`config.mk`:
```
export PLATFORM = sky130hd
export DESIGN_NAME = gfpn_recip
export DESIGN_NICKNAME = d
export VERILOG_FILES = /design/src/design/gfpn_pkg.sv /design/src/design/gfpn_recip.sv
export SDC_FILE = /design/constraint.sdc
export NUM_CORES = 1
export LEC_CHECK = 0
export BUFFER_PORTS_ARGS = -buffer_cell sky130_fd_sc_hd__buf_2
export CAP_MARGIN = 30
export CORE_MARGIN = 2
export CORE_UTILIZATION = 30
export CTS_CLUSTER_DIAMETER = 40
export DETAILED_ROUTE_END_ITERATION = 10
export GPL_ROUTABILITY_DRIVEN = 0
export SYNTH_ARGS = -nofsm -noshare
export SYNTH_HDL_FRONTEND = slang
export SYNTH_SLANG_ARGS = --single-unit
```
`constraint.sdc`:
```
create_clock -name clk_i -period 2.6 [get_ports clk_i]
set_input_delay 0.52 -clock clk_i [delete_from_list [all_inputs] [get_ports clk_i]]
set_output_delay 0.52 -clock clk_i [all_outputs]
set_load 0.05 [all_outputs]
```
`src/design/gfpn_pkg.sv`:
```
`timescale 1ns / 1ps
// ----------------------------------------------------------------------------
// gfpn_pkg: shared constants and types of the GF(p^n) multiplier
// Field sizes, configuration register indexes and the structs that travel
// between the cells of the multiplier chain.
// ----------------------------------------------------------------------------
package gfpn_pkg;

  localparam int MAX_DEGREE = 8;
  localparam int COEF_BITS  = 8;
  localparam int PRIME_BITS = 8;
  localparam int DEG_BITS   = 4;

  localparam int OPER_BITS = MAX_DEGREE * COEF_BITS;
  localparam int IDX_BITS  = $clog2(MAX_DEGREE);
  // barrett reduction of a PRIME_BITS x PRIME_BITS product
  localparam int RED_BITS  = 2 * PRIME_BITS;
  localparam int RES_BITS  = PRIME_BITS + 2;
  localparam int LANES     = 2 * MAX_DEGREE;
  localparam int CNT_BITS  = $clog2(RED_BITS + 1);

  localparam int CFG_IDX_BITS = 2;
  localparam logic [CFG_IDX_BITS-1:0] CFG_PRIME  = 2'd0;
  localparam logic [CFG_IDX_BITS-1:0] CFG_DEGREE = 2'd1;
  localparam logic [CFG_IDX_BITS-1:0] CFG_POLY   = 2'd2;

  localparam int PrimeResetInt = 5;
  localparam logic [PRIME_BITS-1:0] PRIME_RESET  = PRIME_BITS'(PrimeResetInt);
  localparam logic [DEG_BITS-1:0]   DEGREE_RESET = DEG_BITS'(2);
  localparam logic [OPER_BITS-1:0]  POLY_RESET   = OPER_BITS'(257);
  localparam logic [RED_BITS-1:0]   MU_RESET     =
    RED_BITS'((longint'(1) << RED_BITS) / PrimeResetInt);

  typedef logic [MAX_DEGREE-1:0][COEF_BITS-1:0]  coef_vec_t;
  typedef logic [MAX_DEGREE-1:0][PRIME_BITS-1:0] res_vec_t;

  typedef struct packed {
    logic [PRIME_BITS-1:0] prime;
    logic [RED_BITS-1:0]   mu;
    logic [DEG_BITS-1:0]   degree;
    coef_vec_t             poly;
  } cfg_t;

  typedef struct packed {
    coef_vec_t a;
    coef_vec_t b;
    res_vec_t  r;
  } cell_data_t;

endpackage

```
`src/design/gfpn_recip.sv`:
```
`timescale 1ns / 1ps
// ----------------------------------------------------------------------------
// gfpn_recip: barrett reciprocal of the prime modulus
// Restoring divider, one quotient bit per cycle, producing floor(2^16 / p)
// after each write of the prime modulus.
// ----------------------------------------------------------------------------
module gfpn_recip (
  input  logic                            clk_i,
  input  logic                            rst_ni,
  input  logic                            start_i,
  input  logic [gfpn_pkg::PRIME_BITS-1:0] prime_i,
  output logic [gfpn_pkg::RED_BITS-1:0]   mu_o,
  output logic                            busy_o
);

  logic                            busy_q, busy_d;
  logic [gfpn_pkg::CNT_BITS-1:0]   cnt_q, cnt_d;
  logic [gfpn_pkg::PRIME_BITS-1:0] rem_q, rem_d;
  logic [gfpn_pkg::RED_BITS:0]     quo_q, quo_d;
  logic [gfpn_pkg::RED_BITS-1:0]   mu_q, mu_d;
  logic [gfpn_pkg::PRIME_BITS:0]   rem_sh;
  logic                            num_bit;
  logic                            ge;

  // numerator is 2^16: only its top bit is set
  assign num_bit = (cnt_q == gfpn_pkg::CNT_BITS'(gfpn_pkg::RED_BITS));
  assign rem_sh  = {rem_q, num_bit};
  assign ge      = (rem_sh >= {1'b0, prime_i});

  always_comb begin
    busy_d = busy_q;
    cnt_d  = cnt_q;
    rem_d  = rem_q;
    quo_d  = quo_q;
    mu_d   = mu_q;
    if (start_i) begin
      busy_d = 1'b1;
      cnt_d  = gfpn_pkg::CNT_BITS'(gfpn_pkg::RED_BITS);
      rem_d  = '0;
      quo_d  = '0;
    end else if (busy_q) begin
      rem_d = ge ? gfpn_pkg::PRIME_BITS'(rem_sh - {1'b0, prime_i})
                 : rem_sh[gfpn_pkg::PRIME_BITS-1:0];
      quo_d = {quo_q[gfpn_pkg::RED_BITS-1:0], ge};
      if (cnt_q == '0) begin
        busy_d = 1'b0;
        mu_d   = quo_d[gfpn_pkg::RED_BITS-1:0];
      end else begin
        cnt_d = cnt_q - gfpn_pkg::CNT_BITS'(1);
      end
    end
  end

  always_ff @(posedge clk_i or negedge rst_ni) begin
    if (!rst_ni) begin
      busy_q <= 1'b0;
      cnt_q  <= '0;
      rem_q  <= '0;
      quo_q  <= '0;
      mu_q   <= gfpn_pkg::MU_RESET;
    end else begin
      busy_q <= busy_d;
      cnt_q  <= cnt_d;
      rem_q  <= rem_d;
      quo_q  <= quo_d;
      mu_q   <= mu_d;
    end
  end

  assign mu_o   = mu_q;
  assign busy_o = busy_q;

  a_start_busy : assert property (@(posedge clk_i) disable iff (!rst_ni)
    start_i |=> busy_q)
    else $error("reciprocal did not start");

  a_done_at_zero : assert property (@(posedge clk_i) disable iff (!rst_ni)
    $fell(busy_q) |-> ($past(cnt_q) == '0) || $past(start_i))
    else $error("reciprocal finished early");

endmodule

```
Word-level counts from Yosys, hierarchy flattened
Index checks and enable logic that the tools add are counted.
- $add $sub $neg: 2
- $mul: 0
- divide/modulo/power cells: 0
- order comparisons: 1
- equality and inequality tests: 2
- shift-type cells: 0
- muxes and demuxes: 11
- bitwise operators: 1
- reductions and logical operators: 4
- operators by type and width (operator ; count):
    two-way mux 15 bit ; 2
    two-way mux 8 bit ; 3
    two-way mux 5 bit ; 3
    >= comparator 9 x 8 -> 1 bit ; 1
    subtractor 8 bit ; 1
    == test 5 bit (second input constant) ; 1
    logical NOT 5 bit ; 1
    subtractor 5 x 1 -> 5 bit (second input constant) ; 1
    two-way mux 1 bit ; 3
    AND reduction 3 bit ; 1
    != test 2 bit (second input constant) ; 1
    AND reduction 2 bit ; 1
    nonzero test 2 bit ; 1
    inverter 1 bit ; 1
- flip-flop bits (word level): 45
- latch bits: 0
- RAM bits: 0
- ROM bits: 0
- input port bits: 11
- output and inout port bits: 17
- logic and storage cells: 26
- memories: 0

Logic depth before layout (Yosys ltp)
- depth in word-level cells: 5
- gate-level depth with buffers: 11
- mapped depth without buffers: 11

Worst setup path after synthesis
Ideal clock, no wire load.
- path type: reg-to-reg
- start point: register cnt_q[0] (netlist bit)
- end point: register rem_q[4] (netlist bit)
- setup time: 0.099 ns
- arrival: 2.183 ns
- data required time: 2.501 ns
- path slack: 0.318 ns
- stages on the path, launching flop included: 12
- path buffers: 0
- period minus slack after synthesis: 2.282 ns
- path through: dfrtp_1 inv_1 ha_1 nand3_1 ha_1 inv_1 fa_1 a211oi_1 o21bai_1 xnor2_1 o21ai_0 a311oi_1
- word-level cells in the longest chain between the ends: 5
- elaborated cells on any way between the ends: 6
- those cells by class: add/sub: 1; order compare: 1; eq/ne: 1; mux: 3
- ends and longest elaborated chain (what ; line ; text):
    start: declaration ; gfpn_recip.sv:17 ; logic [gfpn_pkg::CNT_BITS-1:0] cnt_q, cnt_d;
    start signal: assignment ; gfpn_recip.sv:63 ; cnt_q <= cnt_d;
    == test 5 bit * ; gfpn_recip.sv:26 ; assign num_bit = (cnt_q == gfpn_pkg::CNT_BITS'(gfpn_pkg::RED_BITS));
    subtractor 8 bit or >= comparator 9 x 8 -> 1 bit (tied branches) ; gfpn_recip.sv:42, gfpn_recip.sv:28 ;
    two-way mux 8 bit * ; gfpn_recip.sv:42 ; rem_d = ge ? gfpn_pkg::PRIME_BITS'(rem_sh - {1'b0, prime_i})
    two-way mux 8 bit * ; gfpn_recip.sv:41 ; end else if (busy_q) begin
    two-way mux 8 bit * ; gfpn_recip.sv:36 ; if (start_i) begin
    end signal: assignment ; gfpn_recip.sv:64 ; rem_q <= rem_d;
    end: declaration ; gfpn_recip.sv:18 ; logic [gfpn_pkg::PRIME_BITS-1:0] rem_q, rem_d;
Mark *: on every way between the ends. The rest lies on a longest branch, timed or not. The select of a mux whose other input is x is not followed.
A chain may end at the register's enable or synchronous reset.

Worst setup path after layout
- start point: register cnt_q[0] (netlist bit)
- end point: register rem_q[6] (netlist bit)
The elaborated chain is that of the path after synthesis.

==> flow_metrics.py <==
metrics = {
    "route": {
        "drt_pass1_iterations": 6,
        "drc": 0,
        "ant_nets": 0,
        "vias": 1711,
        "wl_per_cell_um": 13.2,
        "via_per_inst": 4.85,
        "drtIter0Drc": 105,
        "routed_wl_mm": 4.67,
    },
    "die": {
        "dieArea_mm2": 0.00871,
        "die_w_um": 93.3,
        "initial_core_util_pct": 31.0,
        "coreArea_mm2": 0.00773,
        "die_y_um": 93.3,
        "rows": 32,
        "ios": 28,
    },
    "logic_synthesis": {
        "ys_seq_area_share_pct": 47.5,
        "synth_xor_area_share_pct": 2.93,
        "synthMuxAreaShare_pct": 12.9,
        "yosys_most_used_dff": "dfrtp_1",
        "synth_compound_area_share_pct": 12.2,
        "synth-seq-cells": 45,
        "synth-async-reset-ratio_pct": 100,
        "syn-num-nets": 243,
        "synthesis.area_mm2": 0.00239,
        "syn_area_per_cell_um2": 10.8,
        "synth_top_family_by_area": "simple AND/OR/NAND/NOR gates",
        "ys_warn_count": 0,
        "synth_cell_types": 47,
        "syn-instance-count": 221,
        "yosys.area_share.adder_pct": 6.06,
        "synth_edf_count": 0,
        "synthSimpleGateAreaFrac_pct": 14.3,
    },
    "pwr": {
        "leakage_nw": 1.43,
        "power_density_mw_per_mm2": 896,
        "ir_drop_uv": 262,
    },
    "sta": {
        "tightest_slew_ns": 0.560,
        "fin_crit_ns": 2.42,
        "max_slew_margin_pct": 62.7,
        "grt_setup_unrepaired": "false",
        "hold_viol": 0,
        "post-route-period-util_pct": 93.0,
        "report.final.slew_viol_count": 0,
        "hold_ws_ns": 0.285,
        "finalClockSkew_ns": 0.00845,
        "fmax_mhz": 414,
        "finalSetupViolations": 0,
        "tns_ns": 0,
    },
    "setup_path": {
        "path_cells": "inv_1 -> ha_1 -> nand3_1 -> ha_1 -> inv_1 -> fa_2 -> a211oi_2 -> or4b_1 -> nand4_1 -> o21ai_1 -> a311oi_2",
        "critPathMaxStageDelay_ns": 0.50,
        "crit_type": "reg2reg",
        "startpoint_type": "flip-flop",
        "regToRegSetupSlack_ns": 0.18,
        "end_kind": "flip-flop",
        "cp_max_fo": 3,
        "crit_slowest_cell": "or4b_1",
        "critPathRequiredTime_ns": 2.80,
        "cp.arrival_ns": 2.62,
    },
    "cts": {
        "clock_path_buffers": 2,
        "ctsHtreeMaxLevel": 2,
        "clk_pin_slew_ns": 0.08,
        "numCtsBuffers": 5,
        "cts_sinks": 45,
        "tritoncts": "built",
        "cts_root_buf": "clkbuf_8",
        "clk-insertion-delay-late_ns": 0.29,
        "hold_buffers": 0,
    },
    "place": {
        "io_buffers": 27,
        "hpwl_mm": 3.27,
        "placed_cells": 346,
    },
    "global_route": {
        "antenna_found_initial": 0,
        "grt_pass1_vias": 1701,
        "grt_max_degree": 46,
        "grt_overflow": 0,
        "grt_pass1_wl_mm": 7.97,
        "gr-usage-all-layers_pct": 11.6,
    },
    "final_layout": {
        "antenna_cells": 0,
        "area_growth_pct": 15.7,
        "layout_common_cells": "dfrtp_1, nor2_1, buf_2, mux2i_1, inv_1",
        "layout-drive-gt1-share_pct": 25.1,
        "final_util_pct": 35.8,
        "instances_no_fill": 353,
        "layout_commonest_cell": "dfrtp_1",
        "nNetsFinal": 273,
    },
    "flow_run": {
        "maxCapViolCount": 0,
    },
    "hold_path": {
        "hp-class": "in2async",
    },
    "status": {
        "outcome": "complete, no violations",
    },
}
## worst max-delay path, delay by kind of cell (launching register included)
family | cells | cell delay, ns
AOI/OAI and AO/OA | 3 | 0.41
buffers and inverters | 2 | 0.21
adders and majority gates | 3 | 0.63
DFF | 1 | 0.38
and+or+nand+nor | 3 | 0.70
## power by group
group / switching (W) / internal [W] / total, W
clock: 0.000225 / 0.000279 / 0.000504
sequential: 0.0000975 / 0.000824 / 0.000921
combinational: 0.000620 / 0.000438 / 0.00106
total: 0.000942 / 0.00154 / 0.00248
## Yosys cell counts, types with 5 or more instances
library cell	number	area share [%]
dfrtp_1	37	39
ha_1	10	5.2
o21ai_0	10	2.1
a21oi_1	6	1.3
xnor2_1	5	1.8
nand2_1	5	0.78
nand3_1	8	1.7
inv_1	13	2.0
mux2i_1	14	5.9
nor2_1	31	4.9
mux2_2	7	3.3
dfstp_2	8	8.8
nand2b_1	6	1.6
mux2_1	8	3.8
## final cells by class
class	count	area [um2]
Sequential cell	45	1140
Tap cell	102	128
Clock inverter	2	35.0
Fill cell	758	4960
Clock buffer	5	68.8
Timing Repair Buffer	33	180
Multi-Input combinational cell	153	1170
Inverter	13	48.8
## what timing repair did
| action | in CTS | in global routing |
|---|---|---|
| resized for setup | 0 | 3 |
| endpoints found under the setup margin | 0 | 2 |
| setup buffers | 0 | 0 |
## flip-flops by register name, summed over array words and instances (netlist names)
register	count
cnt_q	5
rem_q	8
quo_q	15
busy_o	1
mu_o	16
## cell families after synthesis
group	after synthesis
AND/OR/NAND/NOR	67
flip-flops	45
AO/OA/AOI/OAI	38
multiplexers	29
buffers and inverters	23
adder cells (fa/ha/maj)	11
XOR/XNOR	8
## routing by layer
metal | part of all wire, % | global-route usage (%)
met2 | 49 | 19.2
met4 | 2.6 | 5.51
met3 | 3.6 | 2.34
met1 | 45 | 14.4
met5 | 0 | 0
## final timing paths
kind | end | startpoint | cells past startpoint
worst max register to register | rem_q[6] | cnt_q[0] | 11
worst min-delay path | mu_o[15] | rst_ni | 2
max in group asynchronous | mu_o[12] | rst_ni | 2
min in group clk_i | mu_o[7] | mu_o[7] | 1
worst min register to register | mu_o[7] | mu_o[7] | 1
worst max-delay path | rem_q[6] | cnt_q[0] | 11
## metrics by stage
| stage | setup WS (ns) | cell area [um2] | total power, W |
|---|---|---|---|
| 3_5_place_dp | 0.144 | 2650 | 0.00198 |
| 5_1_grt | 0.00276 | 2770 | 0.00268 |
| 4_1_cts | 0.121 | 2760 | 0.00250 |
| 3_3_place_gp | 0.203 | 2650 | 0.00197 |
| 6_report | 0.183 | 2770 | 0.00248 |
| 2_1_floorplan | 0.318 | 2390 | 0.00176 |
Power figures use the tool's default switching activity.
